<file path="config.mk">
export PLATFORM = sky130hd
export DESIGN_NAME = hsl_to_rgb_converter
export DESIGN_NICKNAME = d
export VERILOG_FILES = /design/src/design/hsl_pkg.sv /design/src/design/hsl_chan.sv /design/src/design/hsl_to_rgb_converter.sv
export SDC_FILE = /design/constraint.sdc
export NUM_CORES = 2
export LEC_CHECK = 0
export BUFFER_PORTS_ARGS = -buffer_cell sky130_fd_sc_hd__buf_2
export CAP_MARGIN = 20
export CELL_PAD_IN_SITES_DETAIL_PLACEMENT = 0
export CELL_PAD_IN_SITES_GLOBAL_PLACEMENT = 1
export CORE_MARGIN = 8
export CORE_UTILIZATION = 58
export DETAILED_ROUTE_END_ITERATION = 8
export PLACE_DENSITY_LB_ADDON = 0.1
export SLEW_MARGIN = 20
export SYNTH_ARGS = -nofsm -noshare
export SYNTH_HDL_FRONTEND = slang
export SYNTH_HIERARCHICAL = 1
export SYNTH_SLANG_ARGS = --single-unit
</file>
<file path="constraint.sdc">
create_clock -name clock -period 15.8 [get_ports clock]
set_clock_uncertainty 0.15 [all_clocks]
set_input_delay 0.79 -clock clock [delete_from_list [all_inputs] [get_ports clock]]
set_output_delay 0.79 -clock clock [all_outputs]
set_load 0.005 [all_outputs]
</file>
<file path="src/design/hsl_pkg.sv">
// Shared types and constants for the HSL to RGB converter.
`timescale 1ns / 1ps
`default_nettype none

package hsl_pkg;

   // Pipeline depth from input register to result register.
   localparam int NUM_STAGES = 6;

   // Field widths.
   localparam int ANG_W  = 9;   // hue and wrapped angles, 0..360
   localparam int FRAC_W = 9;   // saturation and lightness, 0..256
   localparam int VAL_W  = 17;  // q, p and channel values, 1.0 = 65536
   localparam int FAC_W  = 6;   // ramp factor, 0..60
   localparam int PROD_W = 22;  // ramp product, below 60 * 65537
   localparam int QIN_W  = 20;  // ramp product divided by four
   localparam int RCP_W  = 21;  // reciprocal multiplier width
   localparam int CHAN_W = 8;   // output channel

   localparam logic [ANG_W-1:0]  HUE_FULL = 9'd360;
   localparam logic [FRAC_W-1:0] NORM_ONE = 9'd256;

   // Division by 15 as a multiply: floor(y * RCP_MUL >> RCP_SHIFT) is exact for y < 2^20.
   localparam logic [RCP_W-1:0] RCP_MUL   = 21'd1118482;
   localparam int               RCP_SHIFT = 24;

   // Channel segment codes.
   localparam logic [1:0] SEL_RAMP_UP = 2'd0;
   localparam logic [1:0] SEL_Q       = 2'd1;
   localparam logic [1:0] SEL_RAMP_DN = 2'd2;
   localparam logic [1:0] SEL_P       = 2'd3;

   // Per-stage load strobes for the channel back end.
   typedef struct packed {
      logic ld_mul;
      logic ld_rcp;
      logic ld_val;
      logic ld_out;
   } hsl_ctl_type;

endpackage

`default_nettype wire

</file>
<file path="src/design/hsl_chan.sv">
// Back end of one color channel: ramp multiply, divide by 60, segment select and 255 scale.
`timescale 1ns / 1ps
`default_nettype none

module hsl_chan (
   input  wire logic                           clock,
   input  wire hsl_pkg::hsl_ctl_type           ctl,
   input  wire logic [hsl_pkg::VAL_W-1:0]      q_val,
   input  wire logic [hsl_pkg::VAL_W-1:0]      p_val,
   input  wire logic [hsl_pkg::VAL_W-1:0]      d_val,
   input  wire logic [1:0]                     sel,
   input  wire logic [hsl_pkg::FAC_W-1:0]      fac,
   output logic      [hsl_pkg::CHAN_W-1:0]     chan
);
   import hsl_pkg::*;

   localparam int RPROD_W = QIN_W + RCP_W;

   logic [PROD_W-1:0]  prod_ff;
   logic [VAL_W-1:0]   q3_ff, p3_ff, q4_ff, p4_ff;
   logic [1:0]         sel3_ff, sel4_ff;
   logic [VAL_W-1:0]   quo4_ff;
   logic [VAL_W-1:0]   val5_ff;
   logic [CHAN_W-1:0]  chan6_ff;

   logic [RPROD_W-1:0] rprod_in;
   logic [VAL_W-1:0]   val5_in;
   logic [VAL_W+7:0]   scaled_in;

   // Ramp product (q - p) times the factor.
   always_ff @(posedge clock) begin
      if (ctl.ld_mul) begin
         prod_ff <= PROD_W'(d_val * fac);
         q3_ff   <= q_val;
         p3_ff   <= p_val;
         sel3_ff <= sel;
      end
   end

   // x / 60 = (x / 4) / 15, the last step through a reciprocal.
   assign rprod_in = RPROD_W'(prod_ff[QIN_W+1:2]) * RPROD_W'(RCP_MUL);

   always_ff @(posedge clock) begin
      if (ctl.ld_rcp) begin
         quo4_ff <= rprod_in[RCP_SHIFT+VAL_W-1:RCP_SHIFT];
         q4_ff   <= q3_ff;
         p4_ff   <= p3_ff;
         sel4_ff <= sel3_ff;
      end
   end

   always_comb begin
      case (sel4_ff)
         SEL_RAMP_UP, SEL_RAMP_DN: val5_in = p4_ff + quo4_ff;
         SEL_Q:                    val5_in = q4_ff;
         default:                  val5_in = p4_ff;
      endcase
   end

   always_ff @(posedge clock) begin
      if (ctl.ld_val) begin
         val5_ff <= val5_in;
      end
   end

   // v * 255 = (v << 8) - v, then keep the integer part. With v at most 1.0
   // the product stays below 2^24, so the integer part fits in eight bits.
   assign scaled_in = {val5_ff, 8'd0} - {8'd0, val5_ff};

   always_ff @(posedge clock) begin
      if (ctl.ld_out) begin
         chan6_ff <= scaled_in[16+CHAN_W-1:16];
      end
   end

   assign chan = chan6_ff;

endmodule

`default_nettype wire

</file>
<file path="src/design/hsl_to_rgb_converter.sv">
// Top level of the HSL to RGB converter: input conditioning, q and p, angles and flow control.
// An accepted item passes the stage registers in order: conditioned inputs, q and p with
// the angles, ramp product, quotient, channel value, and the result on the rsp_ ports.
// Throughput is one item per clock while rsp_ready stays high; each of the six stages
// holds one item and moves it on whenever the stage after it is empty or moving as well.
// Synchronous active-high reset empties every stage; data registers are not reset.
`timescale 1ns / 1ps
`default_nettype none

module hsl_to_rgb_converter (
   input  wire logic                            clock,
   input  wire logic                            reset,
   input  wire logic                            req_valid,
   output logic                                 req_ready,
   input  wire logic [hsl_pkg::ANG_W-1:0]       req_hue,
   input  wire logic [hsl_pkg::FRAC_W-1:0]      req_saturation,
   input  wire logic [hsl_pkg::FRAC_W-1:0]      req_lightness,
   output logic                                 rsp_valid,
   input  wire logic                            rsp_ready,
   output logic      [hsl_pkg::CHAN_W-1:0]      rsp_red,
   output logic      [hsl_pkg::CHAN_W-1:0]      rsp_green,
   output logic      [hsl_pkg::CHAN_W-1:0]      rsp_blue
);
   import hsl_pkg::*;

   // Classify a wrapped angle (0..360) into its segment and ramp factor.
   // An angle of exactly 360 falls into the final segment and takes p.
   function automatic logic [FAC_W+1:0] classify(input logic [ANG_W-1:0] t);
      logic [ANG_W-1:0] down;
      logic [1:0]       s;
      logic [FAC_W-1:0] f;
      down = 9'd240 - t;
      f    = '0;
      if (t < 9'd60) begin
         s = SEL_RAMP_UP;
         f = t[FAC_W-1:0];
      end else if (t < 9'd180) begin
         s = SEL_Q;
      end else if (t < 9'd240) begin
         s = SEL_RAMP_DN;
         f = down[FAC_W-1:0];
      end else begin
         s = SEL_P;
      end
      return {s, f};
   endfunction

   // ------------------------------------------------------------------
   // Flow control. A stage loads when it is empty or the stage after it
   // loads in the same cycle, so bubbles close up and a stalled output
   // does not stop items from entering while earlier stages have room.
   // ------------------------------------------------------------------
   logic [NUM_STAGES-1:0] valid_ff;
   logic [NUM_STAGES-1:0] rdy;

   always_comb begin
      rdy[NUM_STAGES-1] = !valid_ff[NUM_STAGES-1] || rsp_ready;
      for (int i = NUM_STAGES - 2; i >= 0; i--) begin
         rdy[i] = !valid_ff[i] || rdy[i+1];
      end
   end

   always_ff @(posedge clock) begin
      if (reset) begin
         valid_ff <= '0;
      end else begin
         if (rdy[0]) begin
            valid_ff[0] <= req_valid;
         end
         for (int i = 1; i < NUM_STAGES; i++) begin
            if (rdy[i]) begin
               valid_ff[i] <= valid_ff[i-1];
            end
         end
      end
   end

   assign req_ready = rdy[0];
   assign rsp_valid = valid_ff[NUM_STAGES-1];

   // ------------------------------------------------------------------
   // Stage 1: wrap the hue, saturate the fractions, form l * s.
   // ------------------------------------------------------------------
   logic [ANG_W-1:0]  h1_ff, h1_in;
   logic [FRAC_W-1:0] s1_ff, s1_in, l1_ff, l1_in;
   logic [VAL_W-1:0]  ls1_ff;

   assign h1_in = (req_hue >= HUE_FULL) ? req_hue - HUE_FULL : req_hue;
   assign s1_in = (req_saturation > NORM_ONE) ? NORM_ONE : req_saturation;
   assign l1_in = (req_lightness > NORM_ONE) ? NORM_ONE : req_lightness;

   always_ff @(posedge clock) begin
      if (rdy[0]) begin
         h1_ff  <= h1_in;
         s1_ff  <= s1_in;
         l1_ff  <= l1_in;
         ls1_ff <= VAL_W'(l1_in * s1_in);
      end
   end

   // ------------------------------------------------------------------
   // Stage 2: q and p with 16 fractional bits, and the three channel
   // angles. Zero saturation needs no special path: q and p both equal
   // l * 256 and every channel lands on (l * 255) >> 8.
   // ------------------------------------------------------------------
   logic [VAL_W+1:0]  l256, s256, l512, q_raw, p_raw;
   logic [VAL_W-1:0]  q_in, p_in;
   logic [ANG_W:0]    t_red_sum;
   logic [ANG_W-1:0]  t_red, t_green, t_blue;
   logic [FAC_W+1:0]  cls_red, cls_green, cls_blue;

   always_comb begin
      l256 = {2'd0, l1_ff, 8'd0};
      s256 = {2'd0, s1_ff, 8'd0};
      l512 = {1'b0, l1_ff, 9'd0};
      if (l1_ff < 9'd128) begin
         q_raw = l256 + {2'd0, ls1_ff};
      end else begin
         q_raw = l256 + s256 - {2'd0, ls1_ff};
      end
      // p = 2 * l - q, floored at zero; q is then kept no smaller than p.
      p_raw = (l512 < q_raw) ? '0 : l512 - q_raw;
      p_in  = p_raw[VAL_W-1:0];
      q_in  = (q_raw < p_raw) ? p_raw[VAL_W-1:0] : q_raw[VAL_W-1:0];

      // Red is hue + 120, wrapped only when past 360; blue is hue - 120.
      t_red_sum = {1'b0, h1_ff} + 10'd120;
      t_red     = (t_red_sum > 10'd360) ? ANG_W'(t_red_sum - 10'd360)
                                        : t_red_sum[ANG_W-1:0];
      t_green   = h1_ff;
      t_blue    = (h1_ff < 9'd120) ? h1_ff + 9'd240 : h1_ff - 9'd120;

      cls_red   = classify(t_red);
      cls_green = classify(t_green);
      cls_blue  = classify(t_blue);
   end

   logic [VAL_W-1:0]  q2_ff, p2_ff, d2_ff;
   logic [FAC_W+1:0]  cls_red_ff, cls_green_ff, cls_blue_ff;

   always_ff @(posedge clock) begin
      if (rdy[1]) begin
         q2_ff        <= q_in;
         p2_ff        <= p_in;
         d2_ff        <= q_in - p_in;
         cls_red_ff   <= cls_red;
         cls_green_ff <= cls_green;
         cls_blue_ff  <= cls_blue;
      end
   end

   // ------------------------------------------------------------------
   // Stages 3 to 6: one back end per channel, sharing the load strobes.
   // ------------------------------------------------------------------
   hsl_ctl_type ctl;

   assign ctl.ld_mul = rdy[2];
   assign ctl.ld_rcp = rdy[3];
   assign ctl.ld_val = rdy[4];
   assign ctl.ld_out = rdy[5];

   hsl_chan u_chan_red (
      .clock (clock),
      .ctl   (ctl),
      .q_val (q2_ff),
      .p_val (p2_ff),
      .d_val (d2_ff),
      .sel   (cls_red_ff[FAC_W+1:FAC_W]),
      .fac   (cls_red_ff[FAC_W-1:0]),
      .chan  (rsp_red)
   );

   hsl_chan u_chan_green (
      .clock (clock),
      .ctl   (ctl),
      .q_val (q2_ff),
      .p_val (p2_ff),
      .d_val (d2_ff),
      .sel   (cls_green_ff[FAC_W+1:FAC_W]),
      .fac   (cls_green_ff[FAC_W-1:0]),
      .chan  (rsp_green)
   );

   hsl_chan u_chan_blue (
      .clock (clock),
      .ctl   (ctl),
      .q_val (q2_ff),
      .p_val (p2_ff),
      .d_val (d2_ff),
      .sel   (cls_blue_ff[FAC_W+1:FAC_W]),
      .fac   (cls_blue_ff[FAC_W-1:0]),
      .chan  (rsp_blue)
   );

   // ------------------------------------------------------------------
   // Assertions.
   // ------------------------------------------------------------------

   // The cycle after reset every stage is empty.
   a_reset_empty: assert property (@(posedge clock)
      (!reset && $past(reset)) |-> (valid_ff == '0))
      else $error("pipeline not empty after reset");

   // A full pipeline with a stalled output must refuse new items.
   a_full_stall: assert property (@(posedge clock) disable iff (reset)
      ((&valid_ff) && !rsp_ready) |-> !req_ready)
      else $error("item taken while pipeline is full and stalled");

   // Conditioned inputs stay in range.
   a_stage1_range: assert property (@(posedge clock) disable iff (reset)
      valid_ff[0] |-> (h1_ff < HUE_FULL && s1_ff <= NORM_ONE && l1_ff <= NORM_ONE))
      else $error("stage 1 values out of range");

   // The ramp span is consistent with q and p.
   a_stage2_order: assert property (@(posedge clock) disable iff (reset)
      valid_ff[1] |-> (q2_ff >= p2_ff && d2_ff == q2_ff - p2_ff))
      else $error("q below p or bad span in stage 2");

endmodule

`default_nettype wire

</file>
==> out/qor.txt <==
Register area share after synthesis - 34.7%
Clk_lat worst skew - 0.63 ns
Critical-path top delay cell - a21oi_4
Total Routing Usage GR - 23.0%
Multi-input gate area - 27100 um2
Initial antenna violation count - 9
Max H-tree Level - 2
Row count - 102
ANT nets after route - 0
Post-Synth Simple-Gate Area - 10.9%
RD Place Congestion - 0.884
Fmax - 98.4 MHz
Fill cell count - 6379
Path depth of the worst reg2reg path - 39
Total global routing overflow - 0
Status - finished clean
Final nets - 5275
Initial core utilization - 58.7%
Commonest cells after routing, fill and taps aside - 662 x ha_1, 616 x inv_1, 521 x edfxtp_1, 391 x nand2_1, 348 x fa_1
Clock transition at path regs - 0.06 ns
Synth Register Bits - 527
Resize count post-CTS - 0
Vias in the first global route - 29497
Die Y - 296 um
Layout cells sized above 1 - 5.79%
Initial drt markers - 1717
Hold buffer count at CTS - 0
TritonCTS Sinks - 527
Final Setup Violations - 0
RSZ-0062 raised after global routing - false
Slew @ Worst Pin - 1.18 ns
CTS tree - done
Max Cap Viol - 0
# IOs - 57
Setup crit start - l1_ff[1]
Worst EP required - 16.03 ns
Port Buf Inserts - 56
Die ar. - 87600 um2
Post-synthesis mux area share - 1.63%
Synth Area in Adders - 33.6%
Vias/cell - 5.58
Cell area after synthesis - 45400 um2
Post-CTS Setup Bufs - 0
Wire per inst - 18.7 um
Post-synth EDFFs - 521
First-pass GRT wire length - 159000 um
Worst Hold End - u_chan_green/p4_ff[2]
Critical path arrival - 10.39 ns
Fin crit share - 64.3%
R2R Setup Slk - 5.64 ns
Most common cell after layout, fill and taps aside - ha_1
Post-synthesis compound-gate area fraction - 9.18%
Drc violations - 0
Final Hold Vio Count - 0
Synth Area in XOR/XNOR - 4.34%
FF+latch area - 15800 um2
Ys async rst share - 0%
Detail Placement HPWL - 78700 um
YS warnings - 6
Most frequent CP cell - a21oi_1
Netlist cell types - 109
Largest net degree at the start of global routing - 88
Hold Crit Class - flip-flop to flip-flop
Critical Path Source Type - flip-flop
Hold path startpoint - u_chan_green/p3_ff[2]
Combinational family with the most area after synthesis - adder cells
Crit Path Class - flip-flop to flip-flop
Critical path fanouts, max - 18
Max incr delay on CP - 0.65 ns
Hold path depth - 0
Syn-to-layout area delta - 7.49%
Top Registers - u_chan_blue/prod_ff x20, u_chan_green/prod_ff x20, u_chan_red/prod_ff x20
TNS Setup - 0 ns
Final Max Slew Viols - 0
Core ar. - 77500 um2
Syn Area/Cell - 10.9 um2
TritonCTS Buffers - 55
Synthesized Nets - 5207
FF-to-FF End - d2_ff[15]
Minimum clock period - 10.16 ns
Total number of vias - 29675
Synthesized instance count - 4166
Synth Flop Type - edfxtp_1
DR pass1 iterations - 6
Worst R2R Start - l1_ff[1]
Root Driver - clkbuf_16
Crit. End Element - flip-flop
Rel. slew slack - 21.6%
Longest Clk Path Bufs - 3
DIE WIDTH - 296 um
Total Routed Length - 99700 um
==> final cells by class <==
type,count,share of cell area [%]
Timing Repair Buffer,74,0.907
Antenna cell,2,0.0102
Clock inverter,42,1.03
Multi-Input combinational cell,2952,55.5
Tap cell,1040,2.66
Sequential cell,527,32.3
Clock buffer,61,2.86
Inverter,624,4.80
==> kinds of logic after synthesis <==
family | after synthesis
flops | 527
xor+xnor | 225
compound gates | 613
fa+ha+maj | 1010
mux | 71
simple gates | 1033
buf+inv | 687
==> worst max path at each step <==
stage / to / slack, ns / cells past startpoint
2_1_floorplan: d2_ff[16] / 6.81 / 47
3_5_place_dp: d2_ff[15] / 5.84 / 39
6_report: d2_ff[15] / 5.64 / 39
3_3_place_gp: d2_ff[15] / 5.99 / 39
5_1_grt: d2_ff[15] / 4.90 / 39
4_1_cts: d2_ff[15] / 5.77 / 39
==> routing by layer <==
metal / track usage (%) / wire, um / vias to the layer above
li1: - / - / 14481
met1: 31.7 / 45200 / 14410
met2: 37.8 / 46100 / 618
met3: 3.04 / 4910 / 162
met4: 7.58 / 3420 / 4
met5: 0 / 26 / -
==> per-stage QoR <==
step / std cells / hold slack [ns] / worst slack (ns) / utilization (%) / area, um2
3_5_place_dp: 5215 / 0.255 / 5.84 / 60.5 / 46900
3_3_place_gp: 5215 / 0.251 / 5.99 / 60.5 / 46900
4_1_cts: 5318 / 0.216 / 5.77 / 63.0 / 48800
6_report: 5322 / 0.237 / 5.64 / 63.1 / 48900
5_1_grt: 5320 / 0.222 / 4.90 / 63.1 / 48800
2_1_floorplan: 4166 / 0.250 / 6.81 / - / 45400
==> worst max-delay path, delay by kind of cell, from the launching register on <==
| family | cells | cell delay [ns] |
|---|---|---|
| simple gates | 4 | 1.05 |
| compound gates | 24 | 5.84 |
| buf+inv | 3 | 0.26 |
| fa+ha+maj | 5 | 1.62 |
| xor+xnor | 2 | 0.18 |
| mux | 1 | 0.41 |
| flops | 1 | 0.39 |
==> cell usage after synthesis, drive strengths merged, types with 54 or more instances <==
library cell  number  area (um2)
mux2i             59         591
nand2            393        1480
inv              617        2320
edfxtp           521       15600
nor3              69         382
xor2              58         508
clkbuf            54         203
xnor2            167        1460
a21o              65         490
ha               662        8280
nor2             224         843
a21oi            190         981
and2              93         582
fa               348        6970
o21ai            119         611
Power is left out: the tool's default activity adds up to more than one toggle a clock period on the data nets, which glitch-free logic cannot reach.
